## config.mk

```make
export PLATFORM = sky130hd
export DESIGN_NAME = packet_xor_stream_cipher_unit
export DESIGN_NICKNAME = d
export VERILOG_FILES = /design/src/hdl/pxsc_pkg.sv /design/src/hdl/pxsc_tracker.sv /design/src/hdl/pxsc_keystream.sv /design/src/hdl/packet_xor_stream_cipher_unit.sv
export SDC_FILE = /design/constraint.sdc
export NUM_CORES = 1
export LEC_CHECK = 0
export BUFFER_PORTS_ARGS = -buffer_cell sky130_fd_sc_hd__buf_2
export CORE_ASPECT_RATIO = 0.9
export CORE_MARGIN = 1.5
export CORE_UTILIZATION = 40
export CTS_CLUSTER_SIZE = 12
export DETAILED_ROUTE_END_ITERATION = 8
export HOLD_SLACK_MARGIN = 0.1
export MAX_ROUTING_LAYER = met4
export PLACE_DENSITY = 0.6
export SLEW_MARGIN = 0
export SYNTH_ARGS = -nofsm -noshare
export SYNTH_HDL_FRONTEND = slang
export SYNTH_SLANG_ARGS = --single-unit
```

## constraint.sdc

```tcl
create_clock -name clock -period 4.8 [get_ports clock]
set_input_delay 1.44 -clock clock [delete_from_list [all_inputs] [get_ports clock]]
set_output_delay 1.44 -clock clock [all_outputs]
set_load 0.1 [all_outputs]
```

## src/hdl/pxsc_pkg.sv

```systemverilog
// Shared constants, types and key helpers for the packet XOR stream cipher.
package pxsc_pkg;

   localparam int unsigned POS_W       = 17;
   localparam int unsigned LEN_W       = 16;
   localparam int unsigned PHASE_W     = 4;
   localparam int unsigned BYTE_W      = 8;
   localparam int unsigned KEY_LOW_W   = 64;
   localparam int unsigned CSR_INDEX_W = 2;

   localparam logic [POS_W-1:0]   DATA_START = POS_W'(5);
   localparam logic [POS_W-1:0]   POS_MAX    = {POS_W{1'b1}};
   localparam logic [PHASE_W-1:0] KEY_LAST   = PHASE_W'(8);

   // Header offsets
   localparam logic [POS_W-1:0] POS_LEN_HI = POS_W'(1);
   localparam logic [POS_W-1:0] POS_LEN_LO = POS_W'(2);
   localparam logic [POS_W-1:0] POS_SEQ    = POS_W'(4);

   // Register indexes
   localparam logic [CSR_INDEX_W-1:0] CSR_USE_BUILTIN_KEY = 2'd0;
   localparam logic [CSR_INDEX_W-1:0] CSR_KEY_BYTES_LOW   = 2'd1;
   localparam logic [CSR_INDEX_W-1:0] CSR_KEY_BYTE_LAST   = 2'd2;

   typedef struct packed {
      logic               data_en;
      logic [PHASE_W-1:0] phase;
      logic [BYTE_W-1:0]  group;
      logic [BYTE_W-1:0]  seq;
   } track_type;

   typedef struct packed {
      logic                 use_builtin;
      logic [KEY_LOW_W-1:0] key_low;
      logic [BYTE_W-1:0]    key_last;
   } key_cfg_type;

   // Fixed nine-byte key "Urk#nI7ni"
   function automatic logic [BYTE_W-1:0] builtin_key(input logic [PHASE_W-1:0] k);
      logic [BYTE_W-1:0] b;
      case (k)
         4'd0:    b = 8'h55;
         4'd1:    b = 8'h72;
         4'd2:    b = 8'h6B;
         4'd3:    b = 8'h23;
         4'd4:    b = 8'h6E;
         4'd5:    b = 8'h49;
         4'd6:    b = 8'h37;
         4'd7:    b = 8'h6E;
         4'd8:    b = 8'h69;
         default: b = 8'h00;
      endcase
      return b;
   endfunction

endpackage

```

## src/hdl/pxsc_tracker.sv

```systemverilog
// Packet position tracking: header capture, data window, key phase and group.
module pxsc_tracker (
   input  logic                          clock,
   input  logic                          reset,
   input  logic                          fire,
   input  logic [pxsc_pkg::BYTE_W-1:0]   byte_in,
   input  logic                          end_of_packet,
   output pxsc_pkg::track_type           track
);

   logic [pxsc_pkg::POS_W-1:0]   position_ff, position_in;
   logic [pxsc_pkg::LEN_W-1:0]   length_ff, length_in;
   logic [pxsc_pkg::BYTE_W-1:0]  seq_ff, seq_in;
   logic [pxsc_pkg::PHASE_W-1:0] phase_ff, phase_in;
   logic [pxsc_pkg::BYTE_W-1:0]  group_ff, group_in;
   logic                         data_en;

   assign data_en = (position_ff >= pxsc_pkg::DATA_START) &&
                    (position_ff < {1'b0, length_ff});

   assign track.data_en = data_en;
   assign track.phase   = phase_ff;
   assign track.group   = group_ff;
   assign track.seq     = seq_ff;

   always_comb begin
      position_in = position_ff;
      length_in   = length_ff;
      seq_in      = seq_ff;
      phase_in    = phase_ff;
      group_in    = group_ff;
      if (fire) begin
         if (position_ff == pxsc_pkg::POS_LEN_HI) begin
            length_in = {byte_in, length_ff[7:0]};
         end else if (position_ff == pxsc_pkg::POS_LEN_LO) begin
            length_in = {length_ff[15:8], byte_in};
         end else if (position_ff == pxsc_pkg::POS_SEQ) begin
            seq_in = byte_in;
         end else if (data_en) begin
            if (phase_ff == pxsc_pkg::KEY_LAST) begin
               phase_in = '0;
               group_in = group_ff + 8'd1;
            end else begin
               phase_in = phase_ff + 4'd1;
            end
         end
         if (end_of_packet) begin
            position_in = '0;
            phase_in    = '0;
            group_in    = '0;
         end else if (position_ff != pxsc_pkg::POS_MAX) begin
            position_in = position_ff + 17'd1;
         end
      end
   end

   always_ff @(posedge clock) begin
      if (reset) begin
         position_ff <= '0;
         length_ff   <= '0;
         seq_ff      <= '0;
         phase_ff    <= '0;
         group_ff    <= '0;
      end else begin
         position_ff <= position_in;
         length_ff   <= length_in;
         seq_ff      <= seq_in;
         phase_ff    <= phase_in;
         group_ff    <= group_in;
      end
   end

endmodule

```

## src/hdl/pxsc_keystream.sv

```systemverilog
// Key byte selection and the XOR applied to one data byte.
module pxsc_keystream (
   input  pxsc_pkg::track_type           track,
   input  pxsc_pkg::key_cfg_type         key_cfg,
   input  logic [pxsc_pkg::BYTE_W-1:0]   byte_in,
   output logic [pxsc_pkg::BYTE_W-1:0]   byte_out,
   output logic                          was_ciphered
);

   logic [pxsc_pkg::BYTE_W-1:0] key_byte;
   logic [pxsc_pkg::BYTE_W-1:0] group_term;

   always_comb begin
      if (key_cfg.use_builtin) begin
         key_byte = pxsc_pkg::builtin_key(track.phase);
      end else if (track.phase >= pxsc_pkg::KEY_LAST) begin
         key_byte = key_cfg.key_last;
      end else begin
         key_byte = key_cfg.key_low[{track.phase[2:0], 3'b000} +: 8];
      end
   end

   // Skip the group number when it matches the sequence byte
   assign group_term = (track.group != track.seq) ? track.group : '0;

   assign byte_out     = track.data_en ? (byte_in ^ key_byte ^ group_term ^ track.seq)
                                       : byte_in;
   assign was_ciphered = track.data_en;

endmodule

```

## src/hdl/packet_xor_stream_cipher_unit.sv

```systemverilog
// Top level of the packet XOR stream cipher: key registers, tracker and result register.
// Usage:
//   Send packet bytes in order on the request channel (req_valid/req_ready,
//   req_byte_in, req_end_of_packet marking the last byte). Each request gives
//   exactly one response (rsp_valid/rsp_ready) carrying the byte, ciphered or
//   passed through, plus was_ciphered and a copy of the end-of-packet flag.
//   Byte 0 is the header, bytes 1-2 the big-endian length L, byte 4 the
//   sequence byte; bytes at offsets 5..L-1 are XORed with the key stream.
// Latency and throughput:
//   rsp_valid rises the cycle after a request is accepted. One byte per cycle
//   while rsp_ready is high, set by the single result register; the position,
//   phase and group counters update in the same cycle the request is accepted.
// Reset:
//   Synchronous, active high: built-in key selected, key, tracker and valid state cleared; result data not reset.
// Stall:
//   The result register holds a byte while rsp_ready is low; req_ready stays
//   high whenever the register is empty or is being drained this cycle.
// Configuration:
//   csr_write_en writes csr_write_data to register csr_index (0 built-in key
//   select, 1 key bytes 0-7, 2 key byte 8); other indexes are dropped.
module packet_xor_stream_cipher_unit (
   input  logic                                clock,
   input  logic                                reset,
   input  logic                                req_valid,
   output logic                                req_ready,
   input  logic [pxsc_pkg::BYTE_W-1:0]         req_byte_in,
   input  logic                                req_end_of_packet,
   output logic                                rsp_valid,
   input  logic                                rsp_ready,
   output logic [pxsc_pkg::BYTE_W-1:0]         rsp_byte_out,
   output logic                                rsp_was_ciphered,
   output logic                                rsp_last_out,
   input  logic                                csr_write_en,
   input  logic [pxsc_pkg::CSR_INDEX_W-1:0]    csr_index,
   input  logic [pxsc_pkg::KEY_LOW_W-1:0]      csr_write_data
);

   pxsc_pkg::key_cfg_type         key_cfg_ff, key_cfg_in;
   pxsc_pkg::track_type           track;
   logic                          fire;
   logic [pxsc_pkg::BYTE_W-1:0]   cipher_byte;
   logic                          cipher_flag;

   logic                          rsp_valid_ff, rsp_valid_in;
   logic [pxsc_pkg::BYTE_W-1:0]   rsp_byte_ff, rsp_byte_in;
   logic                          rsp_ciphered_ff, rsp_ciphered_in;
   logic                          rsp_last_ff, rsp_last_in;

   // Accept whenever the result register is free or drains this cycle
   assign req_ready = !rsp_valid_ff || rsp_ready;
   assign fire      = req_valid && req_ready;

   // Configuration registers
   always_comb begin
      key_cfg_in = key_cfg_ff;
      if (csr_write_en) begin
         case (csr_index)
            pxsc_pkg::CSR_USE_BUILTIN_KEY: key_cfg_in.use_builtin = csr_write_data[0];
            pxsc_pkg::CSR_KEY_BYTES_LOW:   key_cfg_in.key_low     = csr_write_data;
            pxsc_pkg::CSR_KEY_BYTE_LAST:   key_cfg_in.key_last    = csr_write_data[7:0];
            default:                       key_cfg_in             = key_cfg_ff;
         endcase
      end
   end

   always_ff @(posedge clock) begin
      if (reset) begin
         key_cfg_ff.use_builtin <= 1'b1;
         key_cfg_ff.key_low     <= '0;
         key_cfg_ff.key_last    <= '0;
      end else begin
         key_cfg_ff <= key_cfg_in;
      end
   end

   pxsc_tracker u_tracker (
      .clock         (clock),
      .reset         (reset),
      .fire          (fire),
      .byte_in       (req_byte_in),
      .end_of_packet (req_end_of_packet),
      .track         (track)
   );

   pxsc_keystream u_keystream (
      .track        (track),
      .key_cfg      (key_cfg_ff),
      .byte_in      (req_byte_in),
      .byte_out     (cipher_byte),
      .was_ciphered (cipher_flag)
   );

   // Result register: load on accept, hold while stalled
   always_comb begin
      rsp_valid_in    = rsp_valid_ff;
      rsp_byte_in     = rsp_byte_ff;
      rsp_ciphered_in = rsp_ciphered_ff;
      rsp_last_in     = rsp_last_ff;
      if (fire) begin
         rsp_valid_in    = 1'b1;
         rsp_byte_in     = cipher_byte;
         rsp_ciphered_in = cipher_flag;
         rsp_last_in     = req_end_of_packet;
      end else if (rsp_ready) begin
         rsp_valid_in = 1'b0;
      end
   end

   always_ff @(posedge clock) begin
      if (reset) begin
         rsp_valid_ff <= 1'b0;
      end else begin
         rsp_valid_ff <= rsp_valid_in;
      end
   end

   always_ff @(posedge clock) begin
      rsp_byte_ff     <= rsp_byte_in;
      rsp_ciphered_ff <= rsp_ciphered_in;
      rsp_last_ff     <= rsp_last_in;
   end

   assign rsp_valid        = rsp_valid_ff;
   assign rsp_byte_out     = rsp_byte_ff;
   assign rsp_was_ciphered = rsp_ciphered_ff;
   assign rsp_last_out     = rsp_last_ff;

endmodule
```

---- Word level (Yosys, flattened, before mapping) ----
Memory sizes are Yosys's and may differ from the RTL's. A register that Yosys moved wholly into a read port is not among the register bits.
Index checks and enable logic that the tools add are counted.
word-level totals
  register bits after elaboration ......... 137
  memory bits (read-only) ................. 112
  input port bits ......................... 80
  output and inout port bits .............. 12
  memories kept ........................... 1
operators by class
  $add $sub $neg .......................... 3
  $lt $le $gt $ge ......................... 3
  equality and inequality tests ........... 11
  shift-type cells ........................ 1
  mux-type cells .......................... 24
  bitwise gates (word level) .............. 5
  reductions and logical operators ........ 18
memories
  name             depth  width  rd ports  clocked after memory_dff  write ports  line            source
  (no name shown)  16     7      1         1                         0            pxsc_pkg.sv:41  case (k)
operator list
  operator               count
  $mux 8                 11
  $shiftx 64x7->8        1
  $mux 17                2
  $mux 4                 8
  $xor 8x8->8            3
  $add 17x1->17 const B  1
  $eq 17x1->1 const B    1
  $eq 17x2->1 const B    1
  $eq 17x3->1 const B    1
  $ge 17x3->1 const B    1
  $lt 17x16->1           1
  $ne 17x17->1 const B   1
  $mux 16                1
  $reduce_and 2->1       5
  $add 8x1->8 const B    1
  $ne 8x8->1             1
  $reduce_bool 2->1      4
  $ne 2x2->1 const B     3
  $reduce_and 6->1       1
  $reduce_and 5->1       1
  $add 4x1->4 const B    1
  $eq 4x4->1 const B     1
  $ge 4x4->1 const B     1
  $reduce_and 4->1       1
  other kinds (9)        12

---- Depth between registers and ports, before layout ----
Gate-level depths: netlist of the first run.
  depth in word-level cells ............... 9
  gate-level depth with buffers ........... 15

---- Hierarchy ----
From an unflattened synthesis of the first run, not the netlist that was laid out.
unflattened totals
  cells, all modules ...................... 824
  area, all modules ....................... 7,917.6 sq um
modules (own cells, without submodules)
  module                         instances  cells each  area each (sq um)  sequential area each (sq um)
  packet_xor_stream_cipher_unit  1          325         3,611.0            1,781.7
  pxsc_tracker                   1          329         2,882.8            1,061.0
  pxsc_keystream                 1          170         1,423.9            0.0

---- Least setup slack after synthesis of the first run ----
No wires, ideal clock.
  kind .................................... input-to-reg
  from .................................... input rsp_ready
  to ...................................... register with a tool-made name
  arrival time ............................ 4.640 ns
  required time ........................... 4.721 ns
  path slack .............................. 0.081 ns
  stages on the path ...................... 12
  path buffers ............................ 0
  cells stage by stage .................... nand2b_1 > nand2_1 > inv_1 > o21ai_2 > o21ai_2 > mux2i_1 > nor2_1 > inv_1 > ha_1 > inv_1 > or4b_4 > o211ai_1
RTL lines
  item         line                                 source
  from (decl)  packet_xor_stream_cipher_unit.sv:29  input logic rsp_ready,

==> results.json, run 1 <==
{
  "status": "finished, final reports clean",
  "fp.coreArea_mm2": 0.0169,
  "synth_area_leader_cell": "dfxtp_1",
  "gp_congestion": 0.776,
  "timing.final.crit_period_ns": 3.76,
  "synth_cell_types": 54,
  "diodes": 0,
  "setup-violations-final": 0,
  "synth_area_mm2": 0.00692,
  "grt_overflow_total": 0,
  "yosys-top-cells-count": "nand2_1 (156), dfxtp_1 (134), a21oi_1 (77), nor2_1 (77), mux2i_1 (48)",
  "cts_max_level": 4,
  "cellPowerDensity_mw_per_mm2": 350,
  "yosys.cell_count.top_type": "nand2_1",
  "synth_top_flop_cell": "dfxtp_1",
  "slew_viol_final": 0,
  "clk_latency_ns": 0.43,
  "detail-route-antenna-nets": 0,
  "cts_hold_repair.buffers": 0,
  "cts_tree": "done",
  "worstSetupStartpointType": "flop",
  "rsz0062_at_grt": "no",
  "required_ns": 5.14,
  "syn_nets": 892,
  "ys_seq_area_share_pct": 43.1,
  "floorplan.die_area_mm2": 0.0181,
  "reg2reg_depth": 13,
  "synth_edf_count": 10,
  "cts_buffer_depth": 2,
  "grt_max_degree": 65,
  "vias_per_cell": 5.14,
  "area_growth_pct": 17.1,
  "cts_post_setup_buffers_inserted": 0,
  "vias": 5551,
  "r2r-start": "u_tracker.position_ff[2]$_SDFFE_PP0P_",
  "dieWidth_um": 142,
  "drc": 0,
  "track_usage_pct": 19.8,
  "wl_per_cell_um": 15.4,
  "synth.top_cells.by_area": "dfxtp_1 (39%), nand2_1 (8.5%), mux2i_1 (6.9%)",
  "synth.avg_cell_area_um2": 8.83,
  "drt_wl_total_um": 16600,
  "dp.cells": 1047,
  "antenna_found_initial": 0,
  "period_share_pct": 78.4,
  "dpl.hpwl_um": 11700,
  "initial_core_util_pct": 40.9,
  "finalSetupTns_ns": 0,
  "crit_arrival_ns": 4.10,
  "drt_iter0_drc": 395,
  "worstPathMaxFanout": 12,
  "cp-end-kind": "flop",
  "r2r_setup_slack_ns": 1.04,
  "cap_violations": 0,
  "die_h_um": 128,
  "holdCritPathClass": "flop to flop",
  "cts_resized": 0,
  "cts_buffers": 17,
  "portBuffers": 91,
  "hold_violations": 0,
  "ios": 92,
  "syn_inst": 783,
  "stdcell_count": 1079,
  "first_pass_iters": 5,
  "async_reset_ff_share_pct": 0,
  "path_class": "flop to flop",
  "grt_first_pass_wirelength_um": 27000,
  "ys_ff_latch": 144,
  "path_clk_slew_ns": 0.06,
  "worstHoldPathCells": 2,
  "clock-sinks": 144,
  "cts-root-buf": "clkbuf_16",
  "crit_path_start": "u_tracker.position_ff[2]$_SDFFE_PP0P_",
  "rows": 45,
  "peakVddDrop_v": 0.000270,
  "yosysWarnings": 0,
  "grt_pass1_vias": 5077,
  "drive_above_1_share_pct": 17.9,
  "fin_nets": 964,
  "worstMarginPinSlew_ns": 1.06,
  "p_leak_nw": 3.26,
  "fin_skew_ns": 0.00830,
  "yosysTopAreaCellShare_pct": 38.8,
  "fmax_mhz": 266,
  "max_slew_margin_pct": 28.6
}
==> routing by layer <==
| metal | routed length (um) | vias to the layer above | track usage [%] |
|---|---|---|---|
| met1 | 8810 | 2612 | 28.8 |
| li1 | - | 2815 | - |
| met3 | 569 | 14 | 3.70 |
| met5 | 0 | - | - |
| met2 | 7040 | 110 | 27.6 |
| met4 | 227 | 0 | 6.61 |
==> stage by stage <==
step / cell area (um^2) / power (mW) / worst slack [ns] / util [%] / hold WS (ns)
4_1_cts: 8100 / 2.86 / 1.07 / 48.0 / 0.453
5_1_grt: 8100 / 2.94 / 0.751 / 48.0 / 0.465
2_1_floorplan: 6920 / 1.44 / 0.0810 / - / 0.433
3_5_place_dp: 7510 / 1.52 / 0.806 / 44.4 / 0.444
6_report: 8100 / 2.84 / 1.04 / 48.0 / 0.453
3_3_place_gp: 7510 / 1.52 / 0.874 / 44.4 / 0.439
==> critical path, cell delays in order, from the launching register on <==
cell,delay (ns)
dfxtp_1,0.50
ha_1,0.31
a21oi_1,0.16
o21ai_1,0.10
a311oi_1,0.33
o211ai_2,0.33
o21ai_2,0.54
a2bb2oi_1,0.27
nor2_1,0.14
inv_1,0.16
ha_1,0.16
inv_1,0.04
or4b_4,0.54
o221ai_1,0.10
==> state kept, by name (all words and copies together), names as in the netlist, named ones only <==
signal and flops:
u_tracker.position_ff 17, rsp_last_out 1, rsp_valid 1, u_tracker.group_ff 8
key_cfg_ff 73, u_tracker.length_ff 16, rsp_was_ciphered 1, rsp_byte_out 8
u_tracker.seq_ff 8, u_tracker.phase_ff 4
==> final cells by class <==
| type | count | area, um^2 |
|---|---|---|
| clock buffers | 20 | 468 |
| well taps | 211 | 264 |
| clock inverters | 12 | 128 |
| flip-flops and latches | 144 | 2980 |
| multi-input cells | 564 | 3640 |
| repair buffers | 96 | 495 |
| inverters | 32 | 120 |
| fillers | 1630 | 8790 |
==> power breakdown <==
group	internal [mW]	switching (mW)	leakage [nW]
Sequential	1.24	0.0187	1.18
Clock	0.812	0.532	0.301
Combinational	0.0798	0.152	1.77
Total	2.13	0.703	3.26
==> how the worst min path moves through the flow <==
stage,start,to,slack [ns]
3_5_place_dp,key_cfg_ff[71]$_SDFFE_PP0P_,key_cfg_ff[71]$_SDFFE_PP0P_,0.44
5_1_grt,key_cfg_ff[55]$_SDFFE_PP0P_,key_cfg_ff[55]$_SDFFE_PP0P_,0.46
3_3_place_gp,key_cfg_ff[58]$_SDFFE_PP0P_,key_cfg_ff[58]$_SDFFE_PP0P_,0.44
4_1_cts,key_cfg_ff[71]$_SDFFE_PP0P_,key_cfg_ff[71]$_SDFFE_PP0P_,0.45
2_1_floorplan,key_cfg_ff[40]$_SDFFE_PP0P_,key_cfg_ff[40]$_SDFFE_PP0P_,0.43
6_report,key_cfg_ff[27]$_SDFFE_PP0P_,key_cfg_ff[27]$_SDFFE_PP0P_,0.45
==> cells in the final DEF, fill, tap and decap left out, types with 3 or more instances in the layout <==
master,count
nor3_1,3
clkbuf_16,18
nor2_1,77
xor2_1,30
nand4_1,6
buf_4,6
a22oi_1,3
edfxtp_1,10
and3_1,7
or3_1,5
mux4_2,16
inv_6,3
inv_1,31
nand2_1,156
o211ai_1,3
buf_2,90
a211oi_1,3
xnor2_1,12
a21oi_1,77
ha_1,29
nand3_1,19
o21ai_0,26
dfxtp_1,134
mux2i_1,48
clkinv_2,4
nor4_1,6
==> kinds of logic (layout without fill, tap and decap cells) <==
family	Yosys count	in the layout	synth area share (%)
muxes	65	65	12.5
DFF	144	144	43.1
and+or+nand+nor	300	300	18.9
xor gates and xnor gates	42	42	5.32
adders and majority gates	29	29	5.25
buffers and inverters	75	160	4.21
AOI/OAI and AO/OA	128	128	10.7
No activity file was read; power rests on OpenSTA's default activity.
==> run 2: changes to the inputs <==
--- a/config.mk
+++ b/config.mk
@@ -5,6 +5,7 @@
 export SDC_FILE = /design/constraint.sdc
 export NUM_CORES = 1
 export LEC_CHECK = 0
+export ABC_AREA = 1
 export BUFFER_PORTS_ARGS = -buffer_cell sky130_fd_sc_hd__buf_2
 export CORE_ASPECT_RATIO = 0.9
 export CORE_MARGIN = 1.5
@@ -13,7 +14,7 @@
 export DETAILED_ROUTE_END_ITERATION = 8
 export HOLD_SLACK_MARGIN = 0.1
 export MAX_ROUTING_LAYER = met4
-export PLACE_DENSITY = 0.6
+export PLACE_DENSITY = 0.62
 export SLEW_MARGIN = 0
 export SYNTH_ARGS = -nofsm -noshare
 export SYNTH_HDL_FRONTEND = slang
==> constraint.sdc (replaced) <==
create_clock -name clock -period 3.1 [get_ports clock]
set_input_delay 0.93 -clock clock [delete_from_list [all_inputs] [get_ports clock]]
set_output_delay 0.93 -clock clock [all_outputs]
set_load 0.1 [all_outputs]
==> run 2 against run 1 <==
Sequential cell count unchanged. Largest power group unchanged. Combinational power is 130% higher. Cell count up 26%. Via count grew 21%. Non-clock buffer count grew 17. Area after synthesis up 5.5%. Register-to-register slack got worse by 0.68 ns. Die area grew 5.3%. Clock skew is 0.00072 ns lower. Maximum frequency grew 37%.
==> results.json, run 2 <==
{
  "synth_area_mm2": 0.00729,
  "syn_nets": 1126,
  "ios": 92,
  "cts_buffers": 17,
  "first_pass_iters": 5,
  "intPower_mw": 3.25,
  "n_fill_cell": 1860,
  "fp.coreArea_mm2": 0.0177,
  "final_util_pct": 48.6,
  "hold_violations": 0,
  "p_sw_share_pct": 28.4,
  "dp.cells": 1325,
  "drt_iter0_drc": 438,
  "synth_area_leader_cell": "dfxtp_1",
  "reg.largest.list": "key_cfg_ff (73), u_tracker.position_ff (17), u_tracker.length_ff (16)",
  "cts_buffer_depth": 2,
  "cp-end-kind": "flop",
  "track_usage_pct": 21.7,
  "floorplan.die_area_mm2": 0.0191,
  "yosysWarnings": 0,
  "holdCritPathClass": "flop to flop",
  "synth_top_flop_cell": "dfxtp_1",
  "detail-route-antenna-nets": 0,
  "yosys-top-cells-count": "nor2_1 (184), o21ai_0 (139), nand2_1 (137), dfxtp_1 (134), inv_1 (98)",
  "p_leak_nw": 3.82,
  "dieWidth_um": 145,
  "p_sw_mw": 1.29,
  "peakVddDrop_v": 0.000377,
  "seqPwrFrac_pct": 43.8,
  "largest_register_ff_count": 73,
  "vias": 6741,
  "grt_first_pass_wirelength_um": 32200,
  "fmax_mhz": 364,
  "path_class": "flop to flop",
  "grt_pass1_vias": 6196,
  "cap_violations": 0,
  "reg2reg_depth": 20,
  "clk_latency_ns": 0.43,
  "wl_per_cell_um": 14.4,
  "async_reset_ff_share_pct": 0,
  "synth_edf_count": 10,
  "syn_inst": 1017,
  "max_slew_margin_pct": 63.1,
  "synth_cell_types": 43,
  "gp_congestion": 0.859,
  "crit_arrival_ns": 3.07,
  "drt_wl_total_um": 19600,
  "initial_core_util_pct": 41.1,
  "r2r_setup_slack_ns": 0.35,
  "fin_skew_ns": 0.00757,
  "power_mw": 4.54,
  "portBuffers": 91,
  "dp_slack_ns": 0.139,
  "synth.top_cells.by_area": "dfxtp_1 (37%), o21ai_0 (9.5%), nor2_1 (9.5%)",
  "layout_setup_ws_ns": 0.353,
  "fin_nets": 1213,
  "ys_seq_area_share_pct": 40.9,
  "required_ns": 3.42,
  "cellPowerDensity_mw_per_mm2": 527,
  "ys_ff_latch": 144,
  "antenna_found_initial": 0,
  "final_common_cell": "nor2_1",
  "whs_endpoint": "key_cfg_ff[47]$_SDFFE_PP0P_",
  "worstPathMaxFanout": 7,
  "slew_viol_final": 0,
  "synth.avg_cell_area_um2": 7.17,
  "cts_post_setup_buffers_inserted": 0,
  "worstSetupStartpointType": "flop",
  "finalSetupTns_ns": 0,
  "grt_max_degree": 70,
  "worstMarginPinSlew_ns": 0.548,
  "status": "finished, final reports clean",
  "rows": 46,
  "p_comb_share_pct": 11.6,
  "yosys.cell_count.top_type": "nor2_1",
  "worstHoldPathCells": 2,
  "stdcell_count": 1357,
  "rsz0062_at_grt": "no",
  "drc": 0,
  "setup-violations-final": 0,
  "timing.final.crit_period_ns": 2.75,
  "drive_above_1_share_pct": 15.8,
  "vias_per_cell": 4.97,
  "dpl.hpwl_um": 14100,
  "cts_tree": "done",
  "clkPwrFrac_pct": 44.5,
  "diodes": 0,
  "period_share_pct": 88.6,
  "grt_overflow_total": 0,
  "clock-sinks": 144,
  "holdCritStartpoint": "key_cfg_ff[47]$_SDFFE_PP0P_",
  "cts-root-buf": "clkbuf_16",
  "cts_resized": 0,
  "yosysTopAreaCellShare_pct": 36.8,
  "cts_max_level": 4,
  "cts_hold_repair.buffers": 0,
  "area_growth_pct": 18.1,
  "path_clk_slew_ns": 0.06,
  "r2r-start": "u_tracker.position_ff[4]$_SDFFE_PP0P_",
  "regMostFlops": "key_cfg_ff",
  "die_h_um": 131,
  "layout_common_cells": "nor2_1 (184), o21ai_0 (139), nand2_1 (137)"
}
-- run 2: cell count changes in the layout (fill, tap and decap cells not counted), moves of 19 or more --
cell,previous run,this run
nor2_1,77,184
mux2i_1,48,0
inv_1,31,97
nand2_1,156,137
nand3_1,19,49
o21ai_0,26,139
-- run 2: cell families (layout without fill, tap and decap cells) --
family / after synthesis / in the layout / synth area share (%)
and+or+nand+nor: 420 / 420 / 24.7
AOI/OAI and AO/OA: 243 / 243 / 17.9
buffers and inverters: 153 / 253 / 8.18
DFF: 144 / 144 / 40.9
adders and majority gates: 29 / 29 / 4.97
xor gates and xnor gates: 28 / 28 / 3.36
-- run 2: layout make-up --
class | count | area, um^2 | area share, %
clock inverters | 15 | 151 | 1.76
flip-flops and latches | 144 | 2980 | 34.6
multi-input cells | 720 | 3720 | 43.2
well taps | 240 | 300 | 3.48
clock buffers | 17 | 425 | 4.94
inverters | 108 | 405 | 4.70
repair buffers | 113 | 633 | 7.35
-- run 2: worst max-delay path, stage by stage, from the launching register on --
cell	delay (ns)
dfxtp_1	0.50
ha_1	0.31
nand2_1	0.08
inv_1	0.04
nand2_1	0.05
nand2_1	0.05
nand2_1	0.06
nand2_1	0.04
nand2_1	0.07
nand3_2	0.13
nand2_2	0.14
nand3_4	0.11
inv_1	0.09
nand2_1	0.07
a21oi_1	0.23
inv_1	0.13
ha_1	0.28
inv_1	0.05
nand3_1	0.07
nand3_1	0.09
nand2_1	0.05
-- run 2: metrics by stage --
| step | area (um^2) | hold WS, ns |
|---|---|---|
| final | 8620 | 0.450 |
| after detailed placement | 8040 | 0.441 |
| after CTS | 8620 | 0.450 |
| after global routing | 8620 | 0.471 |
| after global placement | 8040 | 0.436 |
| after floorplan | 7290 | 0.424 |
-- run 2: power by group through the flow --
stage	sequential [mW]	combinational, mW	clock (mW)
after global placement	2.03	0.522	0
after floorplan	2.08	0.296	0
after global routing	2.00	0.591	2.14
final	1.99	0.528	2.02
after detailed placement	2.03	0.525	0
after CTS	1.99	0.528	2.05
-- run 2: routing by layer --
| layer | vias up | part of all wire [%] | global-route usage, % |
|---|---|---|---|
| met2 | 123 | 43 | 32.1 |
| li1 | 3512 | - | - |
| met1 | 3087 | 51 | 30.4 |
| met4 | 0 | 1.5 | 5.78 |
| met3 | 19 | 4.2 | 3.92 |
| met5 | - | 0 | - |
-- run 2: how the worst max path moves through the flow --
stage,start,end,slack [ns],cells past startpoint
2_1_floorplan,rsp_valid$_SDFFE_PP0P_,req_ready,0.33,1
3_5_place_dp,req_end_of_packet,flop,0.14,14
5_1_grt,u_tracker.position_ff[2]$_SDFFE_PP0P_,flop,0.06,20
4_1_cts,u_tracker.position_ff[4]$_SDFFE_PP0P_,flop,0.34,20
6_report,u_tracker.position_ff[4]$_SDFFE_PP0P_,flop,0.35,20
3_3_place_gp,req_end_of_packet,flop,0.25,14
==> run 3: changes to the inputs <==
--- a/config.mk
+++ b/config.mk
@@ -6,15 +6,17 @@
 export NUM_CORES = 1
 export LEC_CHECK = 0
 export ABC_AREA = 1
-export BUFFER_PORTS_ARGS = -buffer_cell sky130_fd_sc_hd__buf_2
 export CORE_ASPECT_RATIO = 0.9
 export CORE_MARGIN = 1.5
 export CORE_UTILIZATION = 40
 export CTS_CLUSTER_SIZE = 12
 export DETAILED_ROUTE_END_ITERATION = 8
+export DONT_BUFFER_PORTS = 1
 export HOLD_SLACK_MARGIN = 0.1
 export MAX_ROUTING_LAYER = met4
-export PLACE_DENSITY = 0.62
+export PLACE_DENSITY = 0.57
+export SETUP_SLACK_MARGIN = 0.5
+export SKIP_CTS_REPAIR_TIMING = 1
 export SLEW_MARGIN = 0
 export SYNTH_ARGS = -nofsm -noshare
 export SYNTH_HDL_FRONTEND = slang
==> run 3 against run 2 <==
Routed wire length down 0.47%. Combinational power down 19%. Count of clock-buffer cells in the layout unchanged. Clock skew down 0.0022 ns.
==> results.json, run 3 (synthesis results as in run 2) <==
{
  "p_leak_nw": 3.54,
  "final_common_cell": "nor2_1",
  "met1_length_um": 9990,
  "slew_viol_final": 0,
  "worstSetupStartpointType": "flop",
  "whs_endpoint": "key_cfg_ff[47]$_SDFFE_PP0P_",
  "clock-sinks": 144,
  "detail-route-antenna-nets": 0,
  "wl_per_cell_um": 15.3,
  "whs_ns": 0.452,
  "cts-root-buf": "clkbuf_16",
  "grt_overflow_total": 0,
  "cts_buffer_depth": 2,
  "cts_buffers": 17,
  "wl_met3_um": 1060,
  "r2r_setup_slack_ns": 0.62,
  "fmax_mhz": 403,
  "hold_violations": 0,
  "holdCritPathClass": "flop to flop",
  "r2r-start": "u_tracker.length_ff[12]$_SDFFE_PP0P_",
  "finalSetupTns_ns": 0,
  "largest_register_ff_count": 73,
  "layout_setup_ws_ns": 0.616,
  "fin_nets": 1128,
  "portBuffers": 0,
  "cap_violations": 0,
  "setup-violations-final": 0,
  "peakVddDrop_v": 0.000320,
  "required_ns": 3.42,
  "timing.final.crit_period_ns": 2.48,
  "stdcell_count": 1271,
  "first_pass_iters": 5,
  "drc": 0,
  "fin_skew_ns": 0.00533,
  "grt_pass1_vias": 5799,
  "grt_max_degree": 54,
  "dieWidth_um": 145,
  "crit_arrival_ns": 2.81,
  "vias_per_cell": 5.06,
  "drt_wl_total_um": 19500,
  "dp_slack_ns": 0.428,
  "holdCritStartpoint": "key_cfg_ff[47]$_SDFFE_PP0P_",
  "diodes": 0,
  "n_fill_cell": 1800,
  "drt_iter0_drc": 382,
  "track_usage_pct": 21.3,
  "place_area_mm2": 0.00759,
  "wl_met2_um": 8240,
  "vias": 6437,
  "cellPowerDensity_mw_per_mm2": 554,
  "initial_core_util_pct": 41.1,
  "worstHoldPathCells": 2,
  "gp_congestion": 0.843,
  "max_slew_margin_pct": 39.0,
  "clk_latency_ns": 0.42,
  "area_growth_pct": 15.8,
  "floorplan.die_area_mm2": 0.0191,
  "reg2reg_depth": 22,
  "path_class": "flop to flop",
  "dr.max_layer_used": "met4",
  "regMostFlops": "key_cfg_ff",
  "drive_above_1_share_pct": 13.5,
  "dp.cells": 1233,
  "cts_max_level": 4,
  "path_clk_slew_ns": 0.07,
  "fp.coreArea_mm2": 0.0177,
  "rsz0062_at_grt": "yes",
  "grt_first_pass_wirelength_um": 31100,
  "antenna_found_initial": 0,
  "status": "finished, final reports clean",
  "design_area_mm2": 0.00845,
  "die_h_um": 131,
  "worstMarginPinSlew_ns": 0.917,
  "dpl.hpwl_um": 14000,
  "ios": 92,
  "worstPathMaxFanout": 5,
  "cp-end-kind": "flop",
  "reg.largest.list": "key_cfg_ff (73), u_tracker.position_ff (17), u_tracker.length_ff (16)",
  "layout_common_cells": "nor2_1 (181), o21ai_0 (138), nand2_1 (132)",
  "rows": 46,
  "cts_tree": "done",
  "period_share_pct": 80.1
}
-- run 3: layout make-up --
class,instances,area [um^2],share of cell area [%]
clock buffer,17,425,5.04
clock inverter,14,203,2.40
inverter,108,409,4.84
multi-input combinational,720,3870,45.8
sequential,144,3020,35.8
tap,240,300,3.56
timing repair buffer,28,223,2.64
-- run 3: how the worst max path moves through the flow --
stage / slack, ns / start / endpoint
floorplan: 0.54 / req_valid / flop
global placement: 0.43 / u_tracker.position_ff[2]$_SDFFE_PP0P_ / flop
detailed placement: 0.43 / u_tracker.position_ff[2]$_SDFFE_PP0P_ / flop
CTS: 0.41 / u_tracker.position_ff[2]$_SDFFE_PP0P_ / flop
global route: 0.45 / u_tracker.length_ff[14]$_SDFFE_PP0P_ / flop
finish: 0.62 / u_tracker.length_ff[12]$_SDFFE_PP0P_ / flop
-- run 3: report_power, final --
part	switching (mW)	leakage [nW]	total, mW	internal (mW)
Clock	0.858	0.307	2.22	1.36
Combinational	0.288	2.03	0.428	0.140
Sequential	0.0864	1.20	2.04	1.95
-- run 3: worst max-delay path: stages, from the launching register on --
cell and delay (ns):
dfxtp_2 0.32, inv_1 0.06, ha_4 0.24, nand2_2 0.07, inv_1 0.04, nand2_1 0.05, nand2_1 0.05, nand2_1 0.07
nand2_2 0.07, nor2_2 0.12, nand3_2 0.14, nand2_4 0.12, nand3_4 0.11, inv_4 0.09, nand2_4 0.05, a21oi_4 0.19
buf_4 0.13, ha_1 0.14, inv_1 0.05, nand3_1 0.09, nand2_1 0.06, nand2_1 0.07, nand2_1 0.05
-- run 3: per-stage QoR --
stage / power [mW] / util [%]
2_1_floorplan: 2.37 / -
3_3_place_gp: 2.49 / 42.8
3_5_place_dp: 2.49 / 42.8
4_1_cts: 4.70 / 46.3
5_1_grt: 4.86 / 47.6
6_report: 4.68 / 47.6
-- run 3: per-layer routing --
metal / up-vias / GRT usage, %
li1: 3333 / -
met4: 0 / 6.29
met2: 159 / 29.8
met3: 14 / 5.07
met5: - / -
met1: 2931 / 30.3
